`config.mk`:
```
export PLATFORM = sky130hd
export DESIGN_NAME = button_press_classifier
export DESIGN_NICKNAME = d
export VERILOG_FILES = /design/src/rtl/core/bpc_pkg.sv /design/src/rtl/core/button_press_classifier.sv
export SDC_FILE = /design/constraint.sdc
export NUM_CORES = 1
export LEC_CHECK = 0
export BUFFER_PORTS_ARGS = -buffer_cell sky130_fd_sc_hd__buf_2
export CAP_MARGIN = 20
export CORE_MARGIN = 4
export CORE_UTILIZATION = 30
export CTS_BUF_LIST = sky130_fd_sc_hd__clkbuf_16
export CTS_CLUSTER_DIAMETER = 40
export DETAILED_ROUTE_END_ITERATION = 16
export HOLD_SLACK_MARGIN = 0.08
export SLEW_MARGIN = 20
export SYNTH_ARGS = -nofsm -noshare
export SYNTH_HDL_FRONTEND = slang
export SYNTH_SLANG_ARGS = --single-unit
```
`constraint.sdc`:
```
create_clock -name clk -period 9.25 [get_ports clk]
set_input_delay 0.925 -clock clk [delete_from_list [all_inputs] [get_ports clk]]
set_output_delay 0.925 -clock clk [all_outputs]
set_load 0.03 [all_outputs]
```
`src/rtl/core/bpc_pkg.sv`:
```
// ----------------------------------------------------------------------------
// bpc_pkg: shared types and constants of the button press classifier
// Event and LED codes, register indexes, reset values and default widths.
// ----------------------------------------------------------------------------
`default_nettype none

package bpc_pkg;

  localparam int unsigned COUNT_BITS_DEF = 16;
  localparam int unsigned CFG_W          = 16;
  localparam int unsigned CFG_ADDR_W     = 2;

  typedef enum logic [1:0] {
    EV_NONE   = 2'd0,
    EV_SINGLE = 2'd1,
    EV_DOUBLE = 2'd2,
    EV_LONG   = 2'd3
  } press_event_t;

  typedef enum logic [1:0] {
    LED_NONE  = 2'd0,
    LED_GREEN = 2'd1,
    LED_BLINK = 2'd2,
    LED_OFF   = 2'd3
  } led_action_t;

  typedef enum logic [CFG_ADDR_W-1:0] {
    REG_DEBOUNCE   = 2'd0,
    REG_LONG_PRESS = 2'd1,
    REG_DOUBLE_GAP = 2'd2,
    REG_LED_HOLD   = 2'd3
  } cfg_reg_t;

  localparam logic [CFG_W-1:0] DEBOUNCE_RST   = 16'd50;
  localparam logic [CFG_W-1:0] LONG_PRESS_RST = 16'd1000;
  localparam logic [CFG_W-1:0] DOUBLE_GAP_RST = 16'd300;
  localparam logic [CFG_W-1:0] LED_HOLD_RST   = 16'd60000;

endpackage

`default_nettype wire

```
`src/rtl/core/button_press_classifier.sv`:
```
// The result of an accepted tick is captured in the output register when the tick is accepted.
// Throughput: one tick per cycle while m_tready stays high; the classifier
// state and the single output register update in the cycle a tick is accepted.
// Reset (rst, synchronous): timers idle, no press pending, debounce window
// open, registers at their defaults (50, 1000, 300, 60000).
// ----------------------------------------------------------------------------
// button_press_classifier
// Sorts debounced button activity into single, double and long presses and
// derives an LED action for each millisecond tick.
// ----------------------------------------------------------------------------
`default_nettype none

module button_press_classifier
  import bpc_pkg::*;
#(
  parameter int unsigned COUNT_BITS = COUNT_BITS_DEF
) (
  input  wire logic                  clk,
  input  wire logic                  rst,
  input  wire logic                  cfg_we,
  input  wire logic [CFG_ADDR_W-1:0] cfg_addr,
  input  wire logic [CFG_W-1:0]      cfg_data,
  input  wire logic                  s_tvalid,
  output logic                       s_tready,
  input  wire logic [7:0]            s_tdata,   // [0] button_level, [7:1] zero
  output logic                       m_tvalid,
  input  wire logic                  m_tready,
  output logic [7:0]                 m_tdata    // [1:0] press_event, [3:2] led_action
);

  localparam int unsigned CMP_W = (COUNT_BITS > CFG_W) ? COUNT_BITS : CFG_W;
  localparam logic [COUNT_BITS-1:0] CNT_MAX = {COUNT_BITS{1'b1}};

  // Configuration registers
  logic [CFG_W-1:0] debounce_ticks;
  logic [CFG_W-1:0] long_press_ticks;
  logic [CFG_W-1:0] double_gap_ticks;
  logic [CFG_W-1:0] led_hold_ticks;

  // Classifier state
  logic                  last_level;
  logic [COUNT_BITS-1:0] since_edge;
  logic [COUNT_BITS-1:0] press_length;
  logic                  single_waiting;
  logic [COUNT_BITS-1:0] gap_count;
  logic [COUNT_BITS-1:0] led_count;
  logic                  led_armed;

  logic                  last_level_next;
  logic [COUNT_BITS-1:0] since_edge_next;
  logic [COUNT_BITS-1:0] press_length_next;
  logic                  single_waiting_next;
  logic [COUNT_BITS-1:0] gap_count_next;
  logic [COUNT_BITS-1:0] led_count_next;
  logic                  led_armed_next;

  // Output register
  logic         out_valid;
  press_event_t out_event;
  led_action_t  out_led;
  press_event_t ev_next;
  led_action_t  led_next;

  logic level;
  logic s_fire;

  function automatic logic [COUNT_BITS-1:0] sat_inc(input logic [COUNT_BITS-1:0] v);
    return (v == CNT_MAX) ? v : v + 1'b1;
  endfunction

  function automatic logic ge_cfg(input logic [COUNT_BITS-1:0] cnt,
                                  input logic [CFG_W-1:0] lim);
    logic [CMP_W-1:0] a;
    logic [CMP_W-1:0] b;
    a = CMP_W'(cnt);
    b = CMP_W'(lim);
    return a >= b;
  endfunction

  assign level    = s_tdata[0];
  assign s_tready = !out_valid || m_tready;
  assign s_fire   = s_tvalid && s_tready;

  assign m_tvalid = out_valid;
  assign m_tdata  = {4'b0000, out_led, out_event};

  always_ff @(posedge clk) begin
    if (rst) begin
      debounce_ticks   <= DEBOUNCE_RST;
      long_press_ticks <= LONG_PRESS_RST;
      double_gap_ticks <= DOUBLE_GAP_RST;
      led_hold_ticks   <= LED_HOLD_RST;
    end else if (cfg_we) begin
      case (cfg_reg_t'(cfg_addr))
        REG_DEBOUNCE:   debounce_ticks   <= cfg_data;
        REG_LONG_PRESS: long_press_ticks <= cfg_data;
        REG_DOUBLE_GAP: double_gap_ticks <= cfg_data;
        REG_LED_HOLD:   led_hold_ticks   <= cfg_data;
        default: ;
      endcase
    end
  end

  always_comb begin
    since_edge_next     = sat_inc(since_edge);
    press_length_next   = sat_inc(press_length);
    gap_count_next      = single_waiting ? sat_inc(gap_count) : gap_count;
    led_count_next      = led_armed ? sat_inc(led_count) : led_count;
    last_level_next     = level;
    single_waiting_next = single_waiting;
    led_armed_next      = led_armed;
    ev_next             = EV_NONE;
    led_next            = LED_NONE;

    // A rejected edge still moves last_level to the new raw sample.
    if (level != last_level && ge_cfg(since_edge_next, debounce_ticks)) begin
      since_edge_next = '0;
      if (level) begin
        press_length_next = '0;
      end else if (ge_cfg(press_length_next, long_press_ticks)) begin
        single_waiting_next = 1'b0;
        ev_next             = EV_LONG;
      end else if (single_waiting) begin
        single_waiting_next = 1'b0;
        ev_next             = EV_DOUBLE;
      end else begin
        single_waiting_next = 1'b1;
        gap_count_next      = '0;
      end
    end

    if (ev_next == EV_NONE && single_waiting_next &&
        ge_cfg(gap_count_next, double_gap_ticks)) begin
      single_waiting_next = 1'b0;
      ev_next             = EV_SINGLE;
    end

    case (ev_next)
      EV_SINGLE: begin
        led_next       = LED_GREEN;
        led_armed_next = 1'b1;
        led_count_next = '0;
      end
      EV_DOUBLE: begin
        led_next       = LED_BLINK;
        led_armed_next = 1'b0;
      end
      EV_LONG: begin
        led_next       = LED_OFF;
        led_armed_next = 1'b0;
      end
      default: begin
        if (led_armed && ge_cfg(led_count_next, led_hold_ticks)) begin
          led_next       = LED_OFF;
          led_armed_next = 1'b0;
        end
      end
    endcase
  end

  always_ff @(posedge clk) begin
    if (rst) begin
      last_level     <= 1'b0;
      since_edge     <= CNT_MAX;
      press_length   <= '0;
      single_waiting <= 1'b0;
      gap_count      <= '0;
      led_count      <= '0;
      led_armed      <= 1'b0;
      out_valid      <= 1'b0;
    end else begin
      if (s_fire) begin
        last_level     <= last_level_next;
        since_edge     <= since_edge_next;
        press_length   <= press_length_next;
        single_waiting <= single_waiting_next;
        gap_count      <= gap_count_next;
        led_count      <= led_count_next;
        led_armed      <= led_armed_next;
        out_valid      <= 1'b1;
      end else if (m_tready) begin
        out_valid <= 1'b0;
      end
    end
  end

  always_ff @(posedge clk) begin
    if (s_fire) begin
      out_event <= ev_next;
      out_led   <= led_next;
    end
  end

  // The auto-off timer is armed only by a single press reported in the same item.
  a_arm_on_single: assert property (@(posedge clk) disable iff (rst)
    $rose(led_armed) |-> (out_valid && out_event == EV_SINGLE))
    else $error("LED timer armed without a single press");

  // A double press needs a short release already waiting.
  a_double_needs_wait: assert property (@(posedge clk) disable iff (rst)
    (s_fire && !single_waiting) |=> (out_event != EV_DOUBLE))
    else $error("double press reported with no press waiting");

  // Every press event carries its fixed LED action.
  a_event_led_map: assert property (@(posedge clk) disable iff (rst)
    out_valid |-> ((out_event == EV_NONE   && (out_led == LED_NONE || out_led == LED_OFF)) ||
                   (out_event == EV_SINGLE && out_led == LED_GREEN) ||
                   (out_event == EV_DOUBLE && out_led == LED_BLINK) ||
                   (out_event == EV_LONG   && out_led == LED_OFF)))
    else $error("LED action does not match press event");

  // Any LED off, timer-driven or from a long press, leaves the timer disarmed.
  a_off_disarms: assert property (@(posedge clk) disable iff (rst)
    (s_fire && led_next == LED_OFF) |=> !led_armed)
    else $error("LED timer still armed after turn off");

endmodule

`default_nettype wire
```
* Word-level counts from Yosys, hierarchy flattened *
Index checks and enable logic that the tools add are counted.

word-level totals
  output and inout port bits = 10
  input bits = 31
  flip-flop bits (word level) = 136
  logic and storage cells = 80

operators by class
  magnitude comparators = 4
  reductions and logical operators = 17
  equal/unequal tests = 11
  muxes and demuxes = 30
  add/subtract/negate cells = 4

operators by type and width
  operator                                             number
  2-to-1 mux 16 bit                                    14
  adder 16 x 1 -> 16 bit, second input constant        4
  equality test 16 bit, second input constant          4
  greater-or-equal comparator 16 bit                   4
  2-to-1 mux 2 bit                                     6
  AND reduction 2 bit                                  5
  equality test 2 bit, second input constant           4
  2-to-1 mux 1 bit                                     8
  one-hot mux 2 bit (3 select lines)                   1
  logical AND 1 bit                                    5
  equality test 2 x 1 -> 1 bit, second input constant  2
  zero test 2 bit                                      2
  nonzero test 3 bit                                   1
  one-hot mux 1 bit (2 select lines)                   1
  nonzero test 2 bit                                   1
  OR reduction 2 bit                                   1
  zero test 1 bit                                      1
  logical OR 1 bit                                     1
  != test 1 bit                                        1

* Longest topological paths before layout *
  word-level depth = 14
  gate-level depth with buffers = 25
  depth with buffers taken out = 23

* Worst setup path before layout *
Ideal clock, no wire load.

  path kind = register to register
  start = reg press_length[0]
  end = reg out_led[0] (data pin)
  data arrival time = 5001 ps
  path buffers = 2
  clock period less this slack = 5266 ps
  data required time = 8985 ps
  cell stages (with the launch flop) = 25
  setup time = 265 ps
  slack = 3984 ps
  cell sequence = dfxtp_1 ha_1 and2_1 nand2_1 or3_1 buf_2 and2_4 nand3_1 xnor2_1 ha_1 a211oi_1 o21ai_0 a221oi_1 o21ai_0 nor3_2 clkbuf_1 nor2_1 ha_1 o21a_1 o211ai_1 nand2_1 a311oi_2 o21bai_1 a2bb2oi_1 o31ai_1

on the way
  elaborated cells on any way between the ends = 22
  classes of those cells = add/sub: 1; order compare: 2; eq/ne: 4; mux: 12; reduce/logical: 3

RTL lines
  element                                                              line                            source
  from (decl)                                                          button_press_classifier.sv:43   logic [COUNT_BITS-1:0] press_length;
  from (signal assigned)                                               button_press_classifier.sv:175  press_length <= press_length_next;
  adder 16 x 1 -> 16 bit or equality test 16 bit (tied branches)       button_press_classifier.sv:68   return (v == CNT_MAX) ? v : v + 1'b1;
  2-to-1 mux 16 bit (*)                                                button_press_classifier.sv:68
  greater-or-equal comparator 16 bit (*)                               button_press_classifier.sv:77   return a >= b;
  2-to-1 mux 16 bit (*)                                                button_press_classifier.sv:120  end else if (ge_cfg(press_length_next, long_press_ticks)) begin
  2-to-1 mux 16 bit (*)                                                button_press_classifier.sv:118  if (level) begin
  2-to-1 mux 16 bit (*)                                                button_press_classifier.sv:116  if (level != last_level && ge_cfg(since_edge_next, debounce_ticks)) begin
  via gap_count_next[4]                                                button_press_classifier.sv:53   logic [COUNT_BITS-1:0] gap_count_next;
  greater-or-equal comparator 16 bit (*)                               button_press_classifier.sv:77
  logical AND 1 bit (*)                                                button_press_classifier.sv:132  if (ev_next == EV_NONE && single_waiting_next &&
  2-to-1 mux 2 bit (*)                                                 button_press_classifier.sv:132
  equality test 2 bit or equality test 2 x 1 -> 1 bit (tied branches)  --
  one-hot mux 2 bit (3 select lines) (*)                               button_press_classifier.sv:138  case (ev_next)
  via led_next[0]                                                      button_press_classifier.sv:62   led_action_t led_next;
  to (signal assigned)                                                 button_press_classifier.sv:190  out_led <= led_next;
  to (decl)                                                            button_press_classifier.sv:60   led_action_t out_led;

The timed path passes the listed nets; every way through them passes the cells marked *.
A chain may end at the register's enable or synchronous reset.

* Worst setup path in the final report *
Same ends and word-level chain as after synthesis.

==> impl_summary.md <==
Global route
The fraction of met3 tracks used by global routing is 2.66%. Global routing finished with a remaining overflow of 0. The wire length of the first global-routing pass is 34,300 um. The via count of the first global-routing pass was 6,732.

The overall track demand over capacity in global routing is 13.8%. Entering global routing, the biggest net connects 62 pins. The number of antenna violations at the first check in global routing is 0. The global-route met2 utilization is 22.8%. For met1 alone, demand over resource in global routing was 18.7%.

The routing layer with the top usage in global route is met2.

Synth
The post-synthesis share of cell area spent on xor and xnor gates is 5.52%. The number of enable-type register cells in the synthesized netlist is 4. The post-synthesis share of cell area spent on and, or, nand and nor gates is 23.6%. Counting flops with an async set or reset pin after synthesis yields a share of 0%. The part of the Yosys area used for sequential elements is 33.5%. The post-synth design cell area is 8250 um^2. The library cell with the largest summed area after synthesis is sky130_fd_sc_hd__dfxtp_1.

The synthesized design contains 136 register bits. In the synthesized netlist, mux cells make up 0.804% of the area. The synthesized-area fraction occupied by ao, oa, aoi and oai cells is 19.8%. The fraction of post-synthesis cell area in the top cell type by area is 32.0%.

After synthesis, the mean cell area works out to 7.94 um^2. Synthesis instantiated 73 different standard cells from the library. After synthesis, the largest family of logic cells by area is simple AND/OR/NAND/NOR gates.

During synthesis, Yosys emitted a total of 0 warnings. In the synthesized netlist, the number of instances is 1,039. After Yosys synthesis, full adders, half adders and majority gates account for 10.3% of the synthesized area.

For this run, the leading register cell type out of synthesis is sky130_fd_sc_hd__dfxtp_1. After synthesis, the cell types taking the most area are sky130_fd_sc_hd__dfxtp_1, sky130_fd_sc_hd__ha_1, sky130_fd_sc_hd__nand2_1, sky130_fd_sc_hd__a21oi_1, sky130_fd_sc_hd__nor2_1.

Floorplanning
The core outline area is 27,000 um^2. The placement row count is 60. The die area is 30,200 um^2. In this run the vertical extent of the chip is 174 um.

The count of boundary I/O pins is 41. For this configuration, the core starts out at a cell density of 30.5%. Measured along the x axis, the die boundary spans 174 um.

Drt
Across all layers, the routed design uses 7,176 vias. In the routed design, unresolved DRC markers number 0. The sum of routed wire length over all layers is 20,800 um. Dividing the detail-routed wire length by the instance count gives 14.9 um.

In the routed layout, each cell is associated on average with a via count of 5.15. The post-detailed-route count of antenna-violating nets is 0. The first routing iteration left 398 violations.

The detailed-router iteration count before antenna repair is 5.

STA
Based on the critical path, the design can be clocked at up to 0.156 GHz. The worst-case clock skew is 0.00957 ns. Across all hold checks on the routed design, the worst slack comes to 0.454 ns. For the pin with the worst max-slew slack, the measured transition is 0.792 ns.

Dividing the final minimum period by the clock period gives 69.4%. The setup TNS is 0 ns. The final-report setup violation count is 0. The shortest clock period the worst path allows after layout is 6.42 ns. Setup repair after global routing left no endpoint under its margin. The number of pins with negative max-slew slack in the final report is 0. The worst pin sits at a relative slew slack of 47.2%. The number of endpoints with negative hold slack in the final report is 0.

CTS
Hold repair after CTS inserted 0 buffers. The number of buffers inserted to repair setup after CTS is 0. The number of clock sinks is 136.

The number of buffers on the longest clock path is 2. The CTS tree is yes. The clock insertion delay at the later pin of the skew report is 0.42 ns. After clock tree synthesis, the clock-pin slew on the worst setup and hold paths is 0.06 ns. The number of H-tree levels is 4. Clock tree synthesis selected as its root buffer the cell sky130_fd_sc_hd__clkbuf_16. The count of instances resized after the clock tree is built is 0. Buffers inserted during clock tree synthesis total 17.

Power
The leakage component of the power is 3.64 nW. The clock network is responsible for 45.2% of the overall power. Net switching is 27.2% of the power. The power share of the sequential group is 40.9%.

The combinational fraction of design power is 14.0%. The analysis attributes to net switching a power of 420 uW. The worst-case IR drop observed on VDD is 0.111 mV. The internal power of the cells is 1.13 mW.

The power density over the cells is 167 nW/um^2.

Worst setup path
In this run the worst path has a maximum fanout of 18. The worst reg-to-reg path cell count is 21. The slack of the worst reg-to-reg path is 2.83 ns.

The endpoint identified for the worst register-to-register timing path is out_led[0]. At the worst endpoint, the arrival time is 6.58 ns. The critical path class is reg -> reg.

The startpoint identified for the worst register-to-register timing path is press_length[0]. The element type at the critical path start is a flop. Data on the critical path is required at its endpoint by 9.41 ns. In this run the worst setup path terminates at out_led[0]. STA classifies the critical path endpoint as a flop.

Tracing the worst setup path back leads to its startpoint at press_length[0].

Finish
The area of the multi-input gates is 4990 um^2. 0 antenna diodes ended up in the layout. At the end of the flow, the number of nets in the layout was 1,138.

Cells fill 34.2% of the core in the end. The sequential cell area is 2760 um^2. The relative area change from synthesis to final layout is 12.1%. The commonest non-fill, non-tap cell in the layout is sky130_fd_sc_hd__nand2_1.

The fill cell instance count of the final layout is 2,833. The number of standard cells in the final layout excluding fillers is 1,393. The share of cells above drive strength 1 is 8.56%.

Leaving out fill and tap cells, the most frequent cells in the layout are sky130_fd_sc_hd__nand2_1, sky130_fd_sc_hd__dfxtp_1, sky130_fd_sc_hd__a21oi_1.

Placed design
The HPWL reported at the end of detailed placement is 14,700 um. The routability congestion estimate from global placement is 0.822. Counting tap cells, the placed design contains a total of 1,361 instances. The number of buffers inserted by port buffering is 29.

Worst hold path
The min-delay analysis places its worst path in the category reg -> reg.

Outcome
The run finished with clean final reports.

Flow run
The tool flagged a number of max-cap violations equal to 0.
## worst max-delay path: stages (launching register included)
cell                        delay, ns
sky130_fd_sc_hd__dfxtp_1         0.42
sky130_fd_sc_hd__ha_1            0.21
sky130_fd_sc_hd__and2_1          0.20
sky130_fd_sc_hd__nand2_1         0.13
sky130_fd_sc_hd__or3_1           0.55
sky130_fd_sc_hd__and2_4          0.24
sky130_fd_sc_hd__nand3_1         0.12
sky130_fd_sc_hd__xnor2_1         0.14
sky130_fd_sc_hd__ha_1            0.27
sky130_fd_sc_hd__a211oi_1        0.23
sky130_fd_sc_hd__o21ai_0         0.13
sky130_fd_sc_hd__a221oi_1        0.47
sky130_fd_sc_hd__o21ai_0         0.42
sky130_fd_sc_hd__nor3_4          0.64
sky130_fd_sc_hd__a21oi_1         0.18
sky130_fd_sc_hd__ha_1            0.32
sky130_fd_sc_hd__a211oi_1        0.24
sky130_fd_sc_hd__o211ai_1        0.16
sky130_fd_sc_hd__a311oi_2        0.63
sky130_fd_sc_hd__o21bai_1        0.12
sky130_fd_sc_hd__a2bb2oi_1       0.23
sky130_fd_sc_hd__o31ai_1         0.11
## kinds of logic after synthesis
logic type / Yosys count
buffers and inverters: 129
DFF: 136
AOI/OAI and AO/OA: 239
adders and majority gates: 68
xor gates and xnor gates: 52
muxes: 6
other: 1
and+or+nand+nor: 408
## routing by layer
layer | wire (um) | up-vias
met5 | 0 | -
met4 | 263 | 0
li1 | - | 3680
met3 | 781 | 22
met2 | 9700 | 111
met1 | 10100 | 3363
## cell usage after synthesis (14+ instances only)
library cell               instances
sky130_fd_sc_hd__a21o_1           14
sky130_fd_sc_hd__a21oi_1          78
sky130_fd_sc_hd__a221o_1          16
sky130_fd_sc_hd__a31oi_1          20
sky130_fd_sc_hd__and3_1           14
sky130_fd_sc_hd__clkbuf_1         32
sky130_fd_sc_hd__dfxtp_1         132
sky130_fd_sc_hd__ha_1             68
sky130_fd_sc_hd__inv_1            73
sky130_fd_sc_hd__nand2_1         181
sky130_fd_sc_hd__nand3_1          34
sky130_fd_sc_hd__nand4_1          19
sky130_fd_sc_hd__nor2_1           78
sky130_fd_sc_hd__nor3_1           17
sky130_fd_sc_hd__o211ai_1         24
sky130_fd_sc_hd__o21ai_0          22
sky130_fd_sc_hd__xnor2_1          30
sky130_fd_sc_hd__xor2_1           22
## power groups by stage
stage	clock network [mW]	logic, mW	registers [mW]
2_1_floorplan	0	0.163	0.639
3_3_place_gp	0	0.211	0.643
3_5_place_dp	0	0.216	0.644
4_1_cts	0.715	0.217	0.631
5_1_grt	0.743	0.245	0.635
6_report	0.699	0.216	0.632
## worst min path at each step
stage	start	to	slack (ns)	cells past startpoint
global placement	long_press_ticks[4]	long_press_ticks[4]	0.44	2
floorplan	debounce_ticks[10]	debounce_ticks[10]	0.44	2
global route	double_gap_ticks[11]	double_gap_ticks[11]	0.48	2
detailed placement	long_press_ticks[14]	long_press_ticks[14]	0.45	2
finish	double_gap_ticks[6]	double_gap_ticks[6]	0.45	2
CTS	long_press_ticks[14]	long_press_ticks[14]	0.45	2
## through the flow
step                setup slack [ns]  instance area [um^2]  total power [mW]
finish                          2.83                  9250              1.55
global route                    2.32                  9250              1.62
CTS                             2.54                  9230              1.56
detailed placement              2.63                  8620             0.860
global placement                2.62                  8620             0.854
floorplan                       3.98                  8260             0.801
## area by class of cell
| class | instances | share of cell area, % |
|---|---|---|
| multi-input combinational | 777 | 54.0 |
| clock inverter | 14 | 1.68 |
| clock buffer | 18 | 4.87 |
| tap | 341 | 4.61 |
| sequential | 136 | 29.9 |
| inverter | 73 | 2.96 |
| timing repair buffer | 34 | 1.98 |
## state kept, by name (all words and copies together) (netlist names)
name              cells
debounce_ticks       16
double_gap_ticks     16
gap_count            16
led_count            16
led_hold_ticks       16
long_press_ticks     16
press_length         16
since_edge           16
out_event             2
out_led               2
last_level            1
led_armed             1
m_tvalid              1
single_waiting        1
Note: power is estimated with default switching activity, not from simulation.
